===== config.mk =====
export PLATFORM = sky130hd
export DESIGN_NAME = antialiased_line_rasterizer
export DESIGN_NICKNAME = d
export VERILOG_FILES = /design/src/hdl/alr_pkg.sv /design/src/hdl/alr_div.sv /design/src/hdl/alr_front.sv /design/src/hdl/alr_fifo.sv /design/src/hdl/alr_back.sv /design/src/hdl/antialiased_line_rasterizer.sv
export VERILOG_INCLUDE_DIRS = /design/src /design/src/hdl
export SDC_FILE = /design/constraint.sdc
export NUM_CORES = 2
export LEC_CHECK = 0
export ABC_AREA = 1
export ABC_CLOCK_PERIOD_IN_PS = 7500
export BUFFER_PORTS_ARGS = -buffer_cell sky130_fd_sc_hd__buf_2
export CAP_MARGIN = 10
export CORE_MARGIN = 10
export CORE_UTILIZATION = 55
export DETAILED_ROUTE_END_ITERATION = 8
export PLACE_DENSITY = 0.73
export SKIP_LAST_GASP = 1
export SYNTH_ARGS = -nofsm -noshare
export SYNTH_HDL_FRONTEND = slang
export SYNTH_SLANG_ARGS = --single-unit

===== constraint.sdc =====
create_clock -name clk_i -period 7.5 [get_ports clk_i]
set_input_delay 1.5 -clock clk_i [delete_from_list [all_inputs] [get_ports clk_i]]
set_output_delay 1.5 -clock clk_i [all_outputs]
set_load 0.005 [all_outputs]

===== src/hdl/antialiased_line_rasterizer_assert.svh =====
// Assertion macros shared by the line rasterizer RTL.
// Included by the modules that carry concurrent assertions; no other dependencies.
`ifndef ANTIALIASED_LINE_RASTERIZER_ASSERT_SVH
`define ANTIALIASED_LINE_RASTERIZER_ASSERT_SVH

// Same-cycle implication, disabled while reset is asserted.
`define ALR_ASSERT_IMPLIES(lbl, clk, rst_n, ante, cons, msg) \
  lbl: assert property (@(posedge clk) disable iff (!rst_n) (ante) |-> (cons)) \
    else $error(msg);

// Next-cycle implication, disabled while reset is asserted.
`define ALR_ASSERT_NEXT(lbl, clk, rst_n, ante, cons, msg) \
  lbl: assert property (@(posedge clk) disable iff (!rst_n) (ante) |=> (cons)) \
    else $error(msg);

`endif


===== src/hdl/alr_pkg.sv =====
// Shared types, constants and arithmetic helpers for the line rasterizer.
// No dependencies; imported by every module of the block but alr_div.
`timescale 1ns / 1ps
`default_nettype none

package alr_pkg;

  localparam int ALR_COORD_BITS = 12;
  localparam int ALR_FIFO_DEPTH = 4;

  // Error and intensity scales.
  localparam int ALR_FULL_SCALE = 100;
  localparam int ALR_RECIP_NUM  = 10000;
  localparam logic [7:0] ALR_MAX_LEVEL = 8'd255;
  // err*255/100 computed as (err*1336965) >> 19, exact for err below 100.
  localparam logic [20:0] ALR_E_RECIP = 21'd1336965;
  localparam int ALR_E_SHIFT = 19;

  // Queue entry: kind, y-major flag, error increment, minor direction,
  // then three coordinates.
  localparam int ALR_ENTRY_FIXED_W = 11;
  localparam int ALR_INC_W = 7;

  // Configuration register map.
  localparam int ALR_PADDR_W = 4;
  localparam logic [1:0] ALR_REG_RED   = 2'd0;
  localparam logic [1:0] ALR_REG_GREEN = 2'd1;
  localparam logic [1:0] ALR_REG_BLUE  = 2'd2;
  localparam logic [7:0] ALR_COLOUR_RESET = 8'd100;

  // Input operation codes.
  localparam logic ALR_OP_LOAD = 1'b0;
  localparam logic ALR_OP_STEP = 1'b1;

  // Minor step direction codes (two's complement).
  localparam logic [1:0] ALR_DIR_NONE = 2'b00;
  localparam logic [1:0] ALR_DIR_POS  = 2'b01;
  localparam logic [1:0] ALR_DIR_NEG  = 2'b11;

  typedef enum logic {
    ALR_KIND_LOAD = 1'b0,
    ALR_KIND_STEP = 1'b1
  } alr_kind_e;

  typedef struct packed {
    logic full;
    logic empty;
  } alr_fifo_status_t;

  typedef struct packed {
    logic [7:0] red;
    logic [7:0] green;
    logic [7:0] blue;
  } alr_colour_t;

  // Weight of the neighbour pixel for an error in hundredths.
  function automatic logic [7:0] alr_err_to_e(input logic [6:0] err);
    logic [27:0] prod;
    prod = 28'(err) * 28'(ALR_E_RECIP);
    return prod[ALR_E_SHIFT+7:ALR_E_SHIFT];
  endfunction

  // w*c/255 with the add-and-shift form of division by 255.
  function automatic logic [7:0] alr_scale(input logic [7:0] w, input logic [7:0] c);
    logic [15:0] prod;
    logic [16:0] sum;
    prod = w * c;
    sum  = {1'b0, prod} + 17'(prod[15:8]) + 17'd1;
    return sum[15:8];
  endfunction

endpackage

`default_nettype wire


===== src/hdl/alr_div.sv =====
// Restoring divider, one quotient bit per cycle.
// Uses no package items; instantiated by the line setup front end.
`timescale 1ns / 1ps
`default_nettype none

module alr_div #(
  parameter int WIDTH = 19
) (
  input  logic             clk_i,
  input  logic             rst_ni,
  input  logic             start_i,
  input  logic [WIDTH-1:0] num_i,
  input  logic [WIDTH-1:0] den_i,
  output logic             done_o,
  output logic [WIDTH-1:0] quot_o
);

  localparam int CNT_W = (WIDTH > 1) ? $clog2(WIDTH) : 1;

  logic             busy_q;
  logic             done_q;
  logic [CNT_W-1:0] cnt_q;
  logic [WIDTH-1:0] nq_q;
  logic [WIDTH-1:0] rem_q;
  logic [WIDTH-1:0] den_q;

  logic [WIDTH:0]   rem_sh;
  logic [WIDTH:0]   trial;
  logic             fits;
  logic [WIDTH-1:0] rem_d;

  always_comb begin
    rem_sh = {rem_q, nq_q[WIDTH-1]};
    trial  = rem_sh - {1'b0, den_q};
    fits   = !trial[WIDTH];
    rem_d  = fits ? trial[WIDTH-1:0] : rem_sh[WIDTH-1:0];
  end

  always_ff @(posedge clk_i or negedge rst_ni) begin
    if (!rst_ni) begin
      busy_q <= 1'b0;
      done_q <= 1'b0;
      cnt_q  <= '0;
      nq_q   <= '0;
      rem_q  <= '0;
      den_q  <= '0;
    end else begin
      done_q <= 1'b0;
      if (start_i && !busy_q) begin
        busy_q <= 1'b1;
        cnt_q  <= CNT_W'(WIDTH - 1);
        nq_q   <= num_i;
        rem_q  <= '0;
        den_q  <= den_i;
      end else if (busy_q) begin
        rem_q <= rem_d;
        nq_q  <= {nq_q[WIDTH-2:0], fits};
        cnt_q <= cnt_q - CNT_W'(1);
        if (cnt_q == '0) begin
          busy_q <= 1'b0;
          done_q <= 1'b1;
        end
      end
    end
  end

  assign done_o = done_q;
  assign quot_o = nq_q;

endmodule

`default_nettype wire


===== src/hdl/alr_front.sv =====
// Front end: accepts input transfers, sets up loaded lines and queues work.
// Depends on alr_pkg and alr_div.
`timescale 1ns / 1ps
`default_nettype none

module alr_front #(
  parameter int COORD_BITS = alr_pkg::ALR_COORD_BITS
) (
  input  logic                                             clk_i,
  input  logic                                             rst_ni,
  input  logic                                             in_valid_i,
  output logic                                             in_ready_o,
  input  logic                                             op_i,
  input  logic signed [COORD_BITS-1:0]                     start_x_i,
  input  logic signed [COORD_BITS-1:0]                     start_y_i,
  input  logic signed [COORD_BITS-1:0]                     end_x_i,
  input  logic signed [COORD_BITS-1:0]                     end_y_i,
  input  alr_pkg::alr_fifo_status_t                        fifo_status_i,
  output logic                                             push_o,
  output logic [alr_pkg::ALR_ENTRY_FIXED_W+3*COORD_BITS-1:0] entry_o
);

  import alr_pkg::*;

  localparam int ENTRY_W = ALR_ENTRY_FIXED_W + 3 * COORD_BITS;
  localparam int NUM_W   = COORD_BITS + 7;

  typedef enum logic [2:0] {
    F_IDLE,
    F_SETUP,
    F_DIV1,
    F_WAIT1,
    F_DIV2,
    F_WAIT2,
    F_PUSH
  } front_state_e;

  front_state_e state_q;

  logic signed [COORD_BITS-1:0] ax_q, ay_q, bx_q, by_q;
  logic signed [COORD_BITS-1:0] maj_start_q, maj_end_q, min_start_q;
  logic [COORD_BITS-1:0]        dx_q, dy_q;
  logic                         ymaj_q;
  logic [1:0]                   dir_q;
  logic [ALR_INC_W-1:0]         inc_q;
  logic [NUM_W-1:0]             slope_q;

  logic                         accept;
  logic signed [COORD_BITS:0]   diff_x, diff_y, neg_x, neg_y;
  logic [COORD_BITS-1:0]        adx, ady;
  logic                         ymaj_w, swap_w, up_w, down_w;
  logic                         gt_x, lt_x, gt_y, lt_y;
  logic signed [COORD_BITS-1:0] maj_start_w, maj_end_w, min_start_w;
  logic [1:0]                   dir_w;
  logic                         flat_w;

  logic                         div_start, div_done;
  logic [NUM_W-1:0]             div_num, div_den, div_quot, dy100;

  assign in_ready_o = (state_q == F_IDLE) && !fifo_status_i.full;
  assign accept     = in_valid_i && in_ready_o;

  // Line classification from the stored endpoints.
  always_comb begin
    diff_x = $signed({bx_q[COORD_BITS-1], bx_q}) - $signed({ax_q[COORD_BITS-1], ax_q});
    diff_y = $signed({by_q[COORD_BITS-1], by_q}) - $signed({ay_q[COORD_BITS-1], ay_q});
    neg_x  = -diff_x;
    neg_y  = -diff_y;
    adx    = diff_x[COORD_BITS] ? neg_x[COORD_BITS-1:0] : diff_x[COORD_BITS-1:0];
    ady    = diff_y[COORD_BITS] ? neg_y[COORD_BITS-1:0] : diff_y[COORD_BITS-1:0];
    ymaj_w = (ady >= adx);
    gt_x   = bx_q > ax_q;
    lt_x   = bx_q < ax_q;
    gt_y   = by_q > ay_q;
    lt_y   = by_q < ay_q;
    if (ymaj_w) begin
      swap_w      = lt_y;
      maj_start_w = swap_w ? by_q : ay_q;
      maj_end_w   = swap_w ? ay_q : by_q;
      min_start_w = swap_w ? bx_q : ax_q;
      up_w        = swap_w ? lt_x : gt_x;
      down_w      = swap_w ? gt_x : lt_x;
    end else begin
      swap_w      = lt_x;
      maj_start_w = swap_w ? bx_q : ax_q;
      maj_end_w   = swap_w ? ax_q : bx_q;
      min_start_w = swap_w ? by_q : ay_q;
      up_w        = swap_w ? lt_y : gt_y;
      down_w      = swap_w ? gt_y : lt_y;
    end
    if (up_w) begin
      dir_w = ALR_DIR_POS;
    end else if (down_w) begin
      dir_w = ALR_DIR_NEG;
    end else begin
      dir_w = ALR_DIR_NONE;
    end
  end

  // A vertical or single-point line has slope 100 by definition, so its increment is full scale.
  assign flat_w    = ymaj_q && (dx_q == '0);
  assign dy100     = (NUM_W'(dy_q) << 6) + (NUM_W'(dy_q) << 5) + (NUM_W'(dy_q) << 2);
  assign div_start = ((state_q == F_DIV1) && !flat_w) || (state_q == F_DIV2);
  assign div_num   = (state_q == F_DIV2) ? NUM_W'(ALR_RECIP_NUM) : dy100;
  assign div_den   = (state_q == F_DIV2) ? slope_q : NUM_W'(dx_q);

  alr_div #(
    .WIDTH(NUM_W)
  ) u_div (
    .clk_i  (clk_i),
    .rst_ni (rst_ni),
    .start_i(div_start),
    .num_i  (div_num),
    .den_i  (div_den),
    .done_o (div_done),
    .quot_o (div_quot)
  );

  always_comb begin
    push_o  = 1'b0;
    entry_o = {ALR_KIND_LOAD, ymaj_q, inc_q, dir_q, maj_start_q, maj_end_q, min_start_q};
    if (state_q == F_IDLE) begin
      push_o  = accept && (op_i == ALR_OP_STEP);
      entry_o = {ALR_KIND_STEP, (ENTRY_W - 1)'(0)};
    end else if (state_q == F_PUSH) begin
      push_o = !fifo_status_i.full;
    end
  end

  always_ff @(posedge clk_i or negedge rst_ni) begin
    if (!rst_ni) begin
      state_q     <= F_IDLE;
      ax_q        <= '0;
      ay_q        <= '0;
      bx_q        <= '0;
      by_q        <= '0;
      maj_start_q <= '0;
      maj_end_q   <= '0;
      min_start_q <= '0;
      dx_q        <= '0;
      dy_q        <= '0;
      ymaj_q      <= 1'b0;
      dir_q       <= ALR_DIR_NONE;
      inc_q       <= '0;
      slope_q     <= '0;
    end else begin
      case (state_q)
        F_IDLE: begin
          if (accept && (op_i == ALR_OP_LOAD)) begin
            ax_q    <= start_x_i;
            ay_q    <= start_y_i;
            bx_q    <= end_x_i;
            by_q    <= end_y_i;
            state_q <= F_SETUP;
          end
        end
        F_SETUP: begin
          dx_q        <= adx;
          dy_q        <= ady;
          ymaj_q      <= ymaj_w;
          maj_start_q <= maj_start_w;
          maj_end_q   <= maj_end_w;
          min_start_q <= min_start_w;
          dir_q       <= dir_w;
          state_q     <= F_DIV1;
        end
        F_DIV1: begin
          if (flat_w) begin
            inc_q   <= ALR_INC_W'(ALR_FULL_SCALE);
            state_q <= F_PUSH;
          end else begin
            state_q <= F_WAIT1;
          end
        end
        F_WAIT1: begin
          if (div_done) begin
            if (ymaj_q) begin
              slope_q <= div_quot;
              state_q <= F_DIV2;
            end else begin
              inc_q   <= div_quot[ALR_INC_W-1:0];
              state_q <= F_PUSH;
            end
          end
        end
        F_DIV2: begin
          state_q <= F_WAIT2;
        end
        F_WAIT2: begin
          if (div_done) begin
            inc_q   <= div_quot[ALR_INC_W-1:0];
            state_q <= F_PUSH;
          end
        end
        F_PUSH: begin
          if (!fifo_status_i.full) begin
            state_q <= F_IDLE;
          end
        end
        default: begin
          state_q <= F_IDLE;
        end
      endcase
    end
  end

endmodule

`default_nettype wire


===== src/hdl/alr_fifo.sv =====
// Short command queue between the setup front end and the pixel back end.
// Depends on alr_pkg and the assertion macro header.
`timescale 1ns / 1ps
`default_nettype none
`include "antialiased_line_rasterizer_assert.svh"

module alr_fifo #(
  parameter int WIDTH = 47,
  parameter int DEPTH = alr_pkg::ALR_FIFO_DEPTH
) (
  input  logic                      clk_i,
  input  logic                      rst_ni,
  input  logic                      push_i,
  input  logic [WIDTH-1:0]          data_i,
  input  logic                      pop_i,
  output logic [WIDTH-1:0]          data_o,
  output alr_pkg::alr_fifo_status_t status_o
);

  import alr_pkg::*;

  localparam int PTR_W = (DEPTH > 1) ? $clog2(DEPTH) : 1;
  localparam int CNT_W = $clog2(DEPTH + 1);

  logic [WIDTH-1:0] mem_q [DEPTH];
  logic [PTR_W-1:0] wr_ptr_q, rd_ptr_q;
  logic [CNT_W-1:0] cnt_q;

  assign status_o.full  = (cnt_q == CNT_W'(DEPTH));
  assign status_o.empty = (cnt_q == '0);
  assign data_o         = mem_q[rd_ptr_q];

  always_ff @(posedge clk_i) begin
    if (push_i) begin
      mem_q[wr_ptr_q] <= data_i;
    end
  end

  always_ff @(posedge clk_i or negedge rst_ni) begin
    if (!rst_ni) begin
      wr_ptr_q <= '0;
      rd_ptr_q <= '0;
      cnt_q    <= '0;
    end else begin
      if (push_i) begin
        wr_ptr_q <= (wr_ptr_q == PTR_W'(DEPTH - 1)) ? '0 : wr_ptr_q + PTR_W'(1);
      end
      if (pop_i) begin
        rd_ptr_q <= (rd_ptr_q == PTR_W'(DEPTH - 1)) ? '0 : rd_ptr_q + PTR_W'(1);
      end
      if (push_i && !pop_i) begin
        cnt_q <= cnt_q + CNT_W'(1);
      end else if (pop_i && !push_i) begin
        cnt_q <= cnt_q - CNT_W'(1);
      end
    end
  end

  `ALR_ASSERT_IMPLIES(a_no_push_full, clk_i, rst_ni, push_i, !status_o.full, "push into full queue")
  `ALR_ASSERT_IMPLIES(a_no_pop_empty, clk_i, rst_ni, pop_i, !status_o.empty, "pop from empty queue")
  `ALR_ASSERT_NEXT(a_fill_tracks, clk_i, rst_ni, push_i && !pop_i,
                   cnt_q == $past(cnt_q) + CNT_W'(1), "queue fill count lost a push")

endmodule

`default_nettype wire


===== src/hdl/alr_back.sv =====
// Back end: executes queued line loads and steps, emitting pixel pairs.
// Depends on alr_pkg and the assertion macro header.
`timescale 1ns / 1ps
`default_nettype none
`include "antialiased_line_rasterizer_assert.svh"

module alr_back #(
  parameter int COORD_BITS = alr_pkg::ALR_COORD_BITS
) (
  input  logic                                               clk_i,
  input  logic                                               rst_ni,
  input  alr_pkg::alr_fifo_status_t                          fifo_status_i,
  input  logic [alr_pkg::ALR_ENTRY_FIXED_W+3*COORD_BITS-1:0] entry_i,
  output logic                                               pop_o,
  input  alr_pkg::alr_colour_t                               colour_i,
  output logic                                               out_valid_o,
  input  logic                                               out_ready_i,
  output logic [COORD_BITS-1:0]                              pix_x_o,
  output logic [COORD_BITS-1:0]                              pix_y_o,
  output logic [7:0]                                         red_o,
  output logic [7:0]                                         green_o,
  output logic [7:0]                                         blue_o,
  output logic                                               is_neighbour_o,
  output logic                                               last_o
);

  import alr_pkg::*;

  localparam int ENTRY_W = ALR_ENTRY_FIXED_W + 3 * COORD_BITS;
  localparam int DIR_LSB = 3 * COORD_BITS;
  localparam int INC_LSB = DIR_LSB + 2;
  localparam int YMJ_BIT = INC_LSB + ALR_INC_W;

  typedef enum logic [1:0] {
    B_IDLE,
    B_MAIN,
    B_NEIGH
  } back_state_e;

  back_state_e state_q;

  logic signed [COORD_BITS-1:0] major_pos_q, major_end_q, minor_pos_q;
  logic [ALR_INC_W-1:0]         error_acc_q, error_inc_q;
  logic [1:0]                   minor_dir_q;
  logic                         y_major_q, active_q;
  logic [7:0]                   e_q;

  logic                         out_valid_q, is_nb_q, last_q;
  logic [COORD_BITS-1:0]        pix_x_q, pix_y_q;
  logic [7:0]                   red_q, green_q, blue_q;

  alr_kind_e                    kind_w;
  logic                         slot_free;
  logic [7:0]                   w_w;
  logic signed [COORD_BITS-1:0] minor_sel, px_w, py_w, dir_ext, minor_step;
  logic                         last_w;
  logic [ALR_INC_W:0]           acc_sum;
  logic                         carry_w;
  logic [ALR_INC_W:0]           acc_wrapped;

  assign kind_w    = alr_kind_e'(entry_i[ENTRY_W-1]);
  assign pop_o     = (state_q == B_IDLE) && !fifo_status_i.empty;
  assign slot_free = !out_valid_q || out_ready_i;

  always_comb begin
    w_w        = (state_q == B_NEIGH) ? e_q : (ALR_MAX_LEVEL - e_q);
    minor_sel  = (state_q == B_NEIGH) ? (minor_pos_q + COORD_BITS'(1)) : minor_pos_q;
    px_w       = y_major_q ? minor_sel : major_pos_q;
    py_w       = y_major_q ? major_pos_q : minor_sel;
    last_w     = (major_pos_q >= major_end_q);
    acc_sum    = {1'b0, error_acc_q} + {1'b0, error_inc_q};
    carry_w    = (acc_sum >= (ALR_INC_W + 1)'(ALR_FULL_SCALE));
    acc_wrapped = acc_sum - (ALR_INC_W + 1)'(ALR_FULL_SCALE);
    dir_ext    = {{(COORD_BITS - 2){minor_dir_q[1]}}, minor_dir_q};
    minor_step = minor_pos_q + dir_ext;
  end

  always_ff @(posedge clk_i or negedge rst_ni) begin
    if (!rst_ni) begin
      state_q     <= B_IDLE;
      major_pos_q <= '0;
      major_end_q <= '0;
      minor_pos_q <= '0;
      error_acc_q <= '0;
      error_inc_q <= '0;
      minor_dir_q <= ALR_DIR_NONE;
      y_major_q   <= 1'b0;
      active_q    <= 1'b0;
      e_q         <= '0;
      out_valid_q <= 1'b0;
      is_nb_q     <= 1'b0;
      last_q      <= 1'b0;
      pix_x_q     <= '0;
      pix_y_q     <= '0;
      red_q       <= '0;
      green_q     <= '0;
      blue_q      <= '0;
    end else begin
      // The neighbour weight is registered from the error; every step passes through
      // idle after the error changes, so it is current when used.
      e_q <= alr_err_to_e(error_acc_q);
      if (out_valid_q && out_ready_i) begin
        out_valid_q <= 1'b0;
      end
      case (state_q)
        B_IDLE: begin
          if (pop_o) begin
            if (kind_w == ALR_KIND_LOAD) begin
              minor_pos_q <= entry_i[COORD_BITS-1:0];
              major_end_q <= entry_i[2*COORD_BITS-1:COORD_BITS];
              major_pos_q <= entry_i[3*COORD_BITS-1:2*COORD_BITS];
              minor_dir_q <= entry_i[DIR_LSB+1:DIR_LSB];
              error_inc_q <= entry_i[INC_LSB+ALR_INC_W-1:INC_LSB];
              y_major_q   <= entry_i[YMJ_BIT];
              error_acc_q <= '0;
              active_q    <= 1'b1;
            end else if (active_q) begin
              state_q <= B_MAIN;
            end
          end
        end
        B_MAIN: begin
          if (slot_free) begin
            out_valid_q <= 1'b1;
            pix_x_q     <= px_w;
            pix_y_q     <= py_w;
            red_q       <= alr_scale(w_w, colour_i.red);
            green_q     <= alr_scale(w_w, colour_i.green);
            blue_q      <= alr_scale(w_w, colour_i.blue);
            is_nb_q     <= 1'b0;
            last_q      <= 1'b0;
            state_q     <= B_NEIGH;
          end
        end
        B_NEIGH: begin
          if (slot_free) begin
            out_valid_q <= 1'b1;
            pix_x_q     <= px_w;
            pix_y_q     <= py_w;
            red_q       <= alr_scale(w_w, colour_i.red);
            green_q     <= alr_scale(w_w, colour_i.green);
            blue_q      <= alr_scale(w_w, colour_i.blue);
            is_nb_q     <= 1'b1;
            last_q      <= last_w;
            if (carry_w) begin
              error_acc_q <= acc_wrapped[ALR_INC_W-1:0];
              minor_pos_q <= minor_step;
            end else begin
              error_acc_q <= acc_sum[ALR_INC_W-1:0];
            end
            if (last_w) begin
              active_q <= 1'b0;
            end else begin
              major_pos_q <= major_pos_q + COORD_BITS'(1);
            end
            state_q <= B_IDLE;
          end
        end
        default: begin
          state_q <= B_IDLE;
        end
      endcase
    end
  end

  assign out_valid_o    = out_valid_q;
  assign pix_x_o        = pix_x_q;
  assign pix_y_o        = pix_y_q;
  assign red_o          = red_q;
  assign green_o        = green_q;
  assign blue_o         = blue_q;
  assign is_neighbour_o = is_nb_q;
  assign last_o         = last_q;

  `ALR_ASSERT_IMPLIES(a_err_in_range, clk_i, rst_ni, 1'b1,
                      error_acc_q < ALR_INC_W'(ALR_FULL_SCALE), "error accumulator out of range")
  `ALR_ASSERT_IMPLIES(a_step_needs_line, clk_i, rst_ni, state_q != B_IDLE, active_q,
                      "pixel emitted without a loaded line")
  `ALR_ASSERT_NEXT(a_main_then_neigh, clk_i, rst_ni, (state_q == B_MAIN) && slot_free,
                   (state_q == B_NEIGH) && out_valid_q && !is_nb_q && !last_q,
                   "main pixel not followed by its neighbour")

endmodule

`default_nettype wire


===== src/hdl/antialiased_line_rasterizer.sv =====
// Top level of the antialiased line rasterizer: stream ports, colour registers.
// Depends on alr_pkg, alr_front, alr_fifo and alr_back.
`timescale 1ns / 1ps
`default_nettype none

// Wu-style antialiased line drawer working in hundredths. An input transfer with
// tuser low loads a line from its two endpoints; one with tuser high, while a line
// is active, advances one step and yields two output transfers, the main pixel and
// its neighbour one further along the minor axis, with the line colour split
// between them. After its transfer a load keeps the input stalled while the front
// end classifies the line and runs a one-bit-per-cycle divider once for shallow
// lines and twice for steep ones (not at all on a vertical or single-point line),
// and then until the queue has room for the line. A step is taken whenever the
// front end is idle and the four-entry queue has room, and the back end turns each
// queued step into its pixel pair by dequeue, main pixel and neighbour pixel,
// taking no new step until both pixels are registered and waiting while the
// result held in the output register is not yet taken. Colour registers sit at
// byte addresses 0, 4 and 8 (red, green, blue) and reset to 100.
module antialiased_line_rasterizer #(
  parameter int COORD_BITS = alr_pkg::ALR_COORD_BITS,
  parameter int FIFO_DEPTH = alr_pkg::ALR_FIFO_DEPTH
) (
  input  logic                                      clk_i,
  input  logic                                      rst_ni,
  // start_x, start_y, end_x, end_y from bit 0 up, zero padded to bytes
  input  logic [((4*COORD_BITS+7)/8)*8-1:0]         s_axis_tdata_i,
  // op: low loads a line, high advances one step
  input  logic                                      s_axis_tuser_i,
  input  logic                                      s_axis_tvalid_i,
  output logic                                      s_axis_tready_o,
  // pix_x, pix_y, red, green, blue from bit 0 up, zero padded to bytes
  output logic [((2*COORD_BITS+24+7)/8)*8-1:0]      m_axis_tdata_o,
  // is_neighbour
  output logic                                      m_axis_tuser_o,
  output logic                                      m_axis_tlast_o,
  output logic                                      m_axis_tvalid_o,
  input  logic                                      m_axis_tready_i,
  input  logic                                      psel_i,
  input  logic                                      penable_i,
  input  logic                                      pwrite_i,
  input  logic [alr_pkg::ALR_PADDR_W-1:0]           paddr_i,
  input  logic [31:0]                               pwdata_i,
  output logic [31:0]                               prdata_o,
  output logic                                      pready_o
);

  import alr_pkg::*;

  localparam int ENTRY_W    = ALR_ENTRY_FIXED_W + 3 * COORD_BITS;
  localparam int OUT_DATA_W = ((2 * COORD_BITS + 24 + 7) / 8) * 8;

  alr_colour_t      colour_q;
  logic             cfg_write;
  logic [1:0]       reg_sel;

  alr_fifo_status_t fifo_status;
  logic             push, pop;
  logic [ENTRY_W-1:0] push_entry, head_entry;

  logic [COORD_BITS-1:0] pix_x, pix_y;
  logic [7:0]            red, green, blue;

  // Configuration registers.
  assign pready_o  = 1'b1;
  assign cfg_write = psel_i && penable_i && pwrite_i && pready_o;
  assign reg_sel   = paddr_i[3:2];

  always_ff @(posedge clk_i or negedge rst_ni) begin
    if (!rst_ni) begin
      colour_q.red   <= ALR_COLOUR_RESET;
      colour_q.green <= ALR_COLOUR_RESET;
      colour_q.blue  <= ALR_COLOUR_RESET;
    end else if (cfg_write) begin
      case (reg_sel)
        ALR_REG_RED:   colour_q.red   <= pwdata_i[7:0];
        ALR_REG_GREEN: colour_q.green <= pwdata_i[7:0];
        ALR_REG_BLUE:  colour_q.blue  <= pwdata_i[7:0];
        default: begin
        end
      endcase
    end
  end

  always_comb begin
    case (reg_sel)
      ALR_REG_RED:   prdata_o = 32'(colour_q.red);
      ALR_REG_GREEN: prdata_o = 32'(colour_q.green);
      ALR_REG_BLUE:  prdata_o = 32'(colour_q.blue);
      default:       prdata_o = '0;
    endcase
  end

  alr_front #(
    .COORD_BITS(COORD_BITS)
  ) u_front (
    .clk_i        (clk_i),
    .rst_ni       (rst_ni),
    .in_valid_i   (s_axis_tvalid_i),
    .in_ready_o   (s_axis_tready_o),
    .op_i         (s_axis_tuser_i),
    .start_x_i    (s_axis_tdata_i[COORD_BITS-1:0]),
    .start_y_i    (s_axis_tdata_i[2*COORD_BITS-1:COORD_BITS]),
    .end_x_i      (s_axis_tdata_i[3*COORD_BITS-1:2*COORD_BITS]),
    .end_y_i      (s_axis_tdata_i[4*COORD_BITS-1:3*COORD_BITS]),
    .fifo_status_i(fifo_status),
    .push_o       (push),
    .entry_o      (push_entry)
  );

  alr_fifo #(
    .WIDTH(ENTRY_W),
    .DEPTH(FIFO_DEPTH)
  ) u_fifo (
    .clk_i   (clk_i),
    .rst_ni  (rst_ni),
    .push_i  (push),
    .data_i  (push_entry),
    .pop_i   (pop),
    .data_o  (head_entry),
    .status_o(fifo_status)
  );

  alr_back #(
    .COORD_BITS(COORD_BITS)
  ) u_back (
    .clk_i         (clk_i),
    .rst_ni        (rst_ni),
    .fifo_status_i (fifo_status),
    .entry_i       (head_entry),
    .pop_o         (pop),
    .colour_i      (colour_q),
    .out_valid_o   (m_axis_tvalid_o),
    .out_ready_i   (m_axis_tready_i),
    .pix_x_o       (pix_x),
    .pix_y_o       (pix_y),
    .red_o         (red),
    .green_o       (green),
    .blue_o        (blue),
    .is_neighbour_o(m_axis_tuser_o),
    .last_o        (m_axis_tlast_o)
  );

  assign m_axis_tdata_o = OUT_DATA_W'({blue, green, red, pix_y, pix_x});

endmodule

`default_nettype wire


==> flow_metrics.env <==
export IMPL_portBuffers=125
export IMPL_place_gp_congestion=0.912
export IMPL_clock_path_buffers=3
export IMPL_die_y_um=283
export IMPL_worstHoldEndpoint="u_back.blue_o[4]"
export IMPL_nFillCells=6079
export IMPL_max_cap_violations=0
export IMPL_crit_path_max_fanout=17
export IMPL_status="finished clean"
export IMPL_r2r_start="u_back.state_q[0]"
export IMPL_hold_viol=0
export IMPL_arrival_ns=7.47
export IMPL_min_from="u_back.blue_o[4]"
export IMPL_cts_root_buf="clkbuf_16"
export IMPL_rsz0062_at_grt="no"
export IMPL_r2r_end="u_back.red_o[7]"
export IMPL_final_common_cell="nand2_1"
export IMPL_grtUsageTotal_pct=22.5
export IMPL_clk_latency_ns=0.64
export IMPL_fmax_ghz=0.144
export IMPL_wl_per_cell_um=15.8
export IMPL_cts_sinks=538
export IMPL_io_pins=177
export IMPL_firstDrtPassIters=5
export IMPL_grt_pass1_wl_um=152000
export IMPL_path_clk_slew_ns=0.06
export IMPL_ys_warn_count=0
export IMPL_endpoint_kind="register"
export IMPL_fin_crit_ns=6.96
export IMPL_drtIter0Drc=2153
export IMPL_drt_antenna_violating_nets=0
export IMPL_dp_hpwl_um=67200
export IMPL_cp_slowest_cell="fa_1"
export IMPL_fin_nets=5351
export IMPL_yosys_most_used_dff="dfrtp_1"
export IMPL_required_ns=8.00
export IMPL_antenna_found_initial=0
export IMPL_start_kind="register"
export IMPL_reg2reg_slack_ns=0.54
export IMPL_antenna_cells=0
export IMPL_skew_ns=0.0321
export IMPL_area_growth_pct=8.80
export IMPL_totalWireLength_um=91600
export IMPL_drc=0
export IMPL_setup_tns_ns=0
export IMPL_worst_pin_slew_ns=1.11
export IMPL_grt_max_degree=147
export IMPL_report_final_setup_viol=0
export IMPL_max_stage_delay_ns=0.55
export IMPL_cts_buffers=57
export IMPL_cts_htree_levels=2
export IMPL_vias=31300
export IMPL_core_area_um2=68600
export IMPL_ys_types=69
export IMPL_cts_setup_buffers=0
export IMPL_async_flop_share_pct=65.1
export IMPL_rows=96
export IMPL_yosysSeqAreaShare_pct=37.9
export IMPL_synth_edf_count=188
export IMPL_drv_slew=0
export IMPL_cts_resized=0
export IMPL_die_x_um=283
export IMPL_mostFrequentLayoutCells="1103 x nand2_1, 654 x inv_1, 546 x nor2_1, 340 x dfrtp_1, 312 x o21ai_0"
export IMPL_crit_top_cell="nand2_1"
export IMPL_cts_hold_buf=0
export IMPL_slew_limit_headroom_pct=26.0
export IMPL_cts_tree="built"
export IMPL_avgSynthCellArea_um2=8.01
export IMPL_criticalPathCategory="reg2reg"
export IMPL_layout_drive_gt1_share_pct=7.46
export IMPL_fin_crit_sh_pct=92.9
export IMPL_via_per_inst=5.39
export IMPL_holdCritPathClass="reg2reg"
export IMPL_start_util_pct=55.5
export IMPL_synth_area_um2=38000
export IMPL_dieArea_um2=80100
export IMPL_synthCells=4752
export IMPL_overflow=0
export IMPL_ys_seq_elements=538
export IMPL_worstRegToRegCells=36
export IMPL_hold_depth=2
export IMPL_grt_pass1_vias=30400
[cells by family after synthesis]
| group | share of synthesized area [%] |
|---|---|
| AOI/OAI and AO/OA | 11.9 |
| xor gates and xnor gates | 2.50 |
| adders and majority gates | 17.2 |
| buffers and inverters | 8.74 |
| DFF | 37.9 |
| muxes | 0.441 |
| other | 0.0197 |
| and+or+nand+nor | 21.4 |
[registers in the layout, indices dropped and copies added, names as in the netlist, 12 cells and up]
name / flops
colour_q: 24
u_front.ax_q: 12
u_back.minor_pos_q: 12
u_back.major_end_q: 12
u_back.major_pos_q: 12
u_back.pix_y_o: 12
u_front.by_q: 12
u_front.maj_start_q: 12
u_front.u_div.rem_q: 19
u_front.u_div.den_q: 19
u_front.ay_q: 12
u_front.maj_end_q: 12
u_front.dy_q: 12
u_front.u_div.quot_o: 19
u_front.min_start_q: 12
u_fifo.mem_q: 188
u_back.pix_x_o: 12
u_front.slope_q: 19
u_front.dx_q: 12
u_front.bx_q: 12
[area by class of cell]
type	count	area (um^2)	share of cell area (%)
Multi-Input combinational cell	3394	20400	49.4
Timing Repair Buffer	160	923	2.23
Tap cell	931	1160	2.81
Clock inverter	35	398	0.961
Sequential cell	538	14400	34.8
Inverter	668	2510	6.06
Clock buffer	73	1540	3.71
[worst max-delay path, delay by kind of cell (launching register included)]
kind	cells	cell delay, ns
fa+ha+maj	7	3.00
buf+inv	9	0.80
xor+xnor	1	0.29
flops	1	0.39
simple gates	18	2.23
compound gates	1	0.15
[cell usage after synthesis, types with 28 or more instances]
master,instances,share of area [%]
a21oi_1,254,3.3
a31oi_1,28,0.46
clkbuf_1,112,1.1
dfrtp_1,341,22
edfxtp_1,188,15
fa_1,136,7.2
ha_1,304,10
inv_1,655,6.5
nand2_1,1103,11
nand3_1,228,3.0
nand4_1,33,0.54
nor2_1,553,5.5
o211ai_1,32,0.63
o21ai_0,312,4.1
o21ai_1,48,0.63
o22ai_1,36,0.59
xnor2_1,32,0.74
xor2_1,71,1.6
[worst max path at each step]
stage                       end  slack [ns]               from
2_1_floorplan   u_back.red_o[7]        1.16  u_back.state_q[0]
3_3_place_gp    u_back.red_o[7]        0.63  u_back.state_q[0]
3_5_place_dp    u_back.red_o[7]        0.59  u_back.state_q[0]
4_1_cts         u_back.red_o[7]        0.57  u_back.state_q[0]
5_1_grt        u_back.blue_o[7]        0.01  u_back.state_q[0]
6_report        u_back.red_o[7]        0.54  u_back.state_q[0]
[per-stage QoR]
stage | setup WS, ns | util [%] | hold slack [ns] | cell area (um^2) | std cells
2_1_floorplan | 1.16 | - | 0.441 | 38100 | 4775
3_3_place_gp | 0.625 | 57.5 | 0.458 | 39500 | 5691
3_5_place_dp | 0.591 | 57.5 | 0.461 | 39500 | 5691
4_1_cts | 0.566 | 60.4 | 0.477 | 41400 | 5799
5_1_grt | 0.0107 | 60.4 | 0.496 | 41400 | 5799
6_report | 0.536 | 60.4 | 0.472 | 41400 | 5799
[layer usage]
metal  up-vias  wire length [um]  track usage [%]
li1      15500                 -                -
met1     14700             40600             30.0
met2       877             43600             38.0
met3       129              5410             2.82
met4         0              1980             6.04
met5         -                 0                0
Power is left out: the tool's default activity adds up to more than one toggle a clock period on the data nets, which glitch-free logic cannot reach.
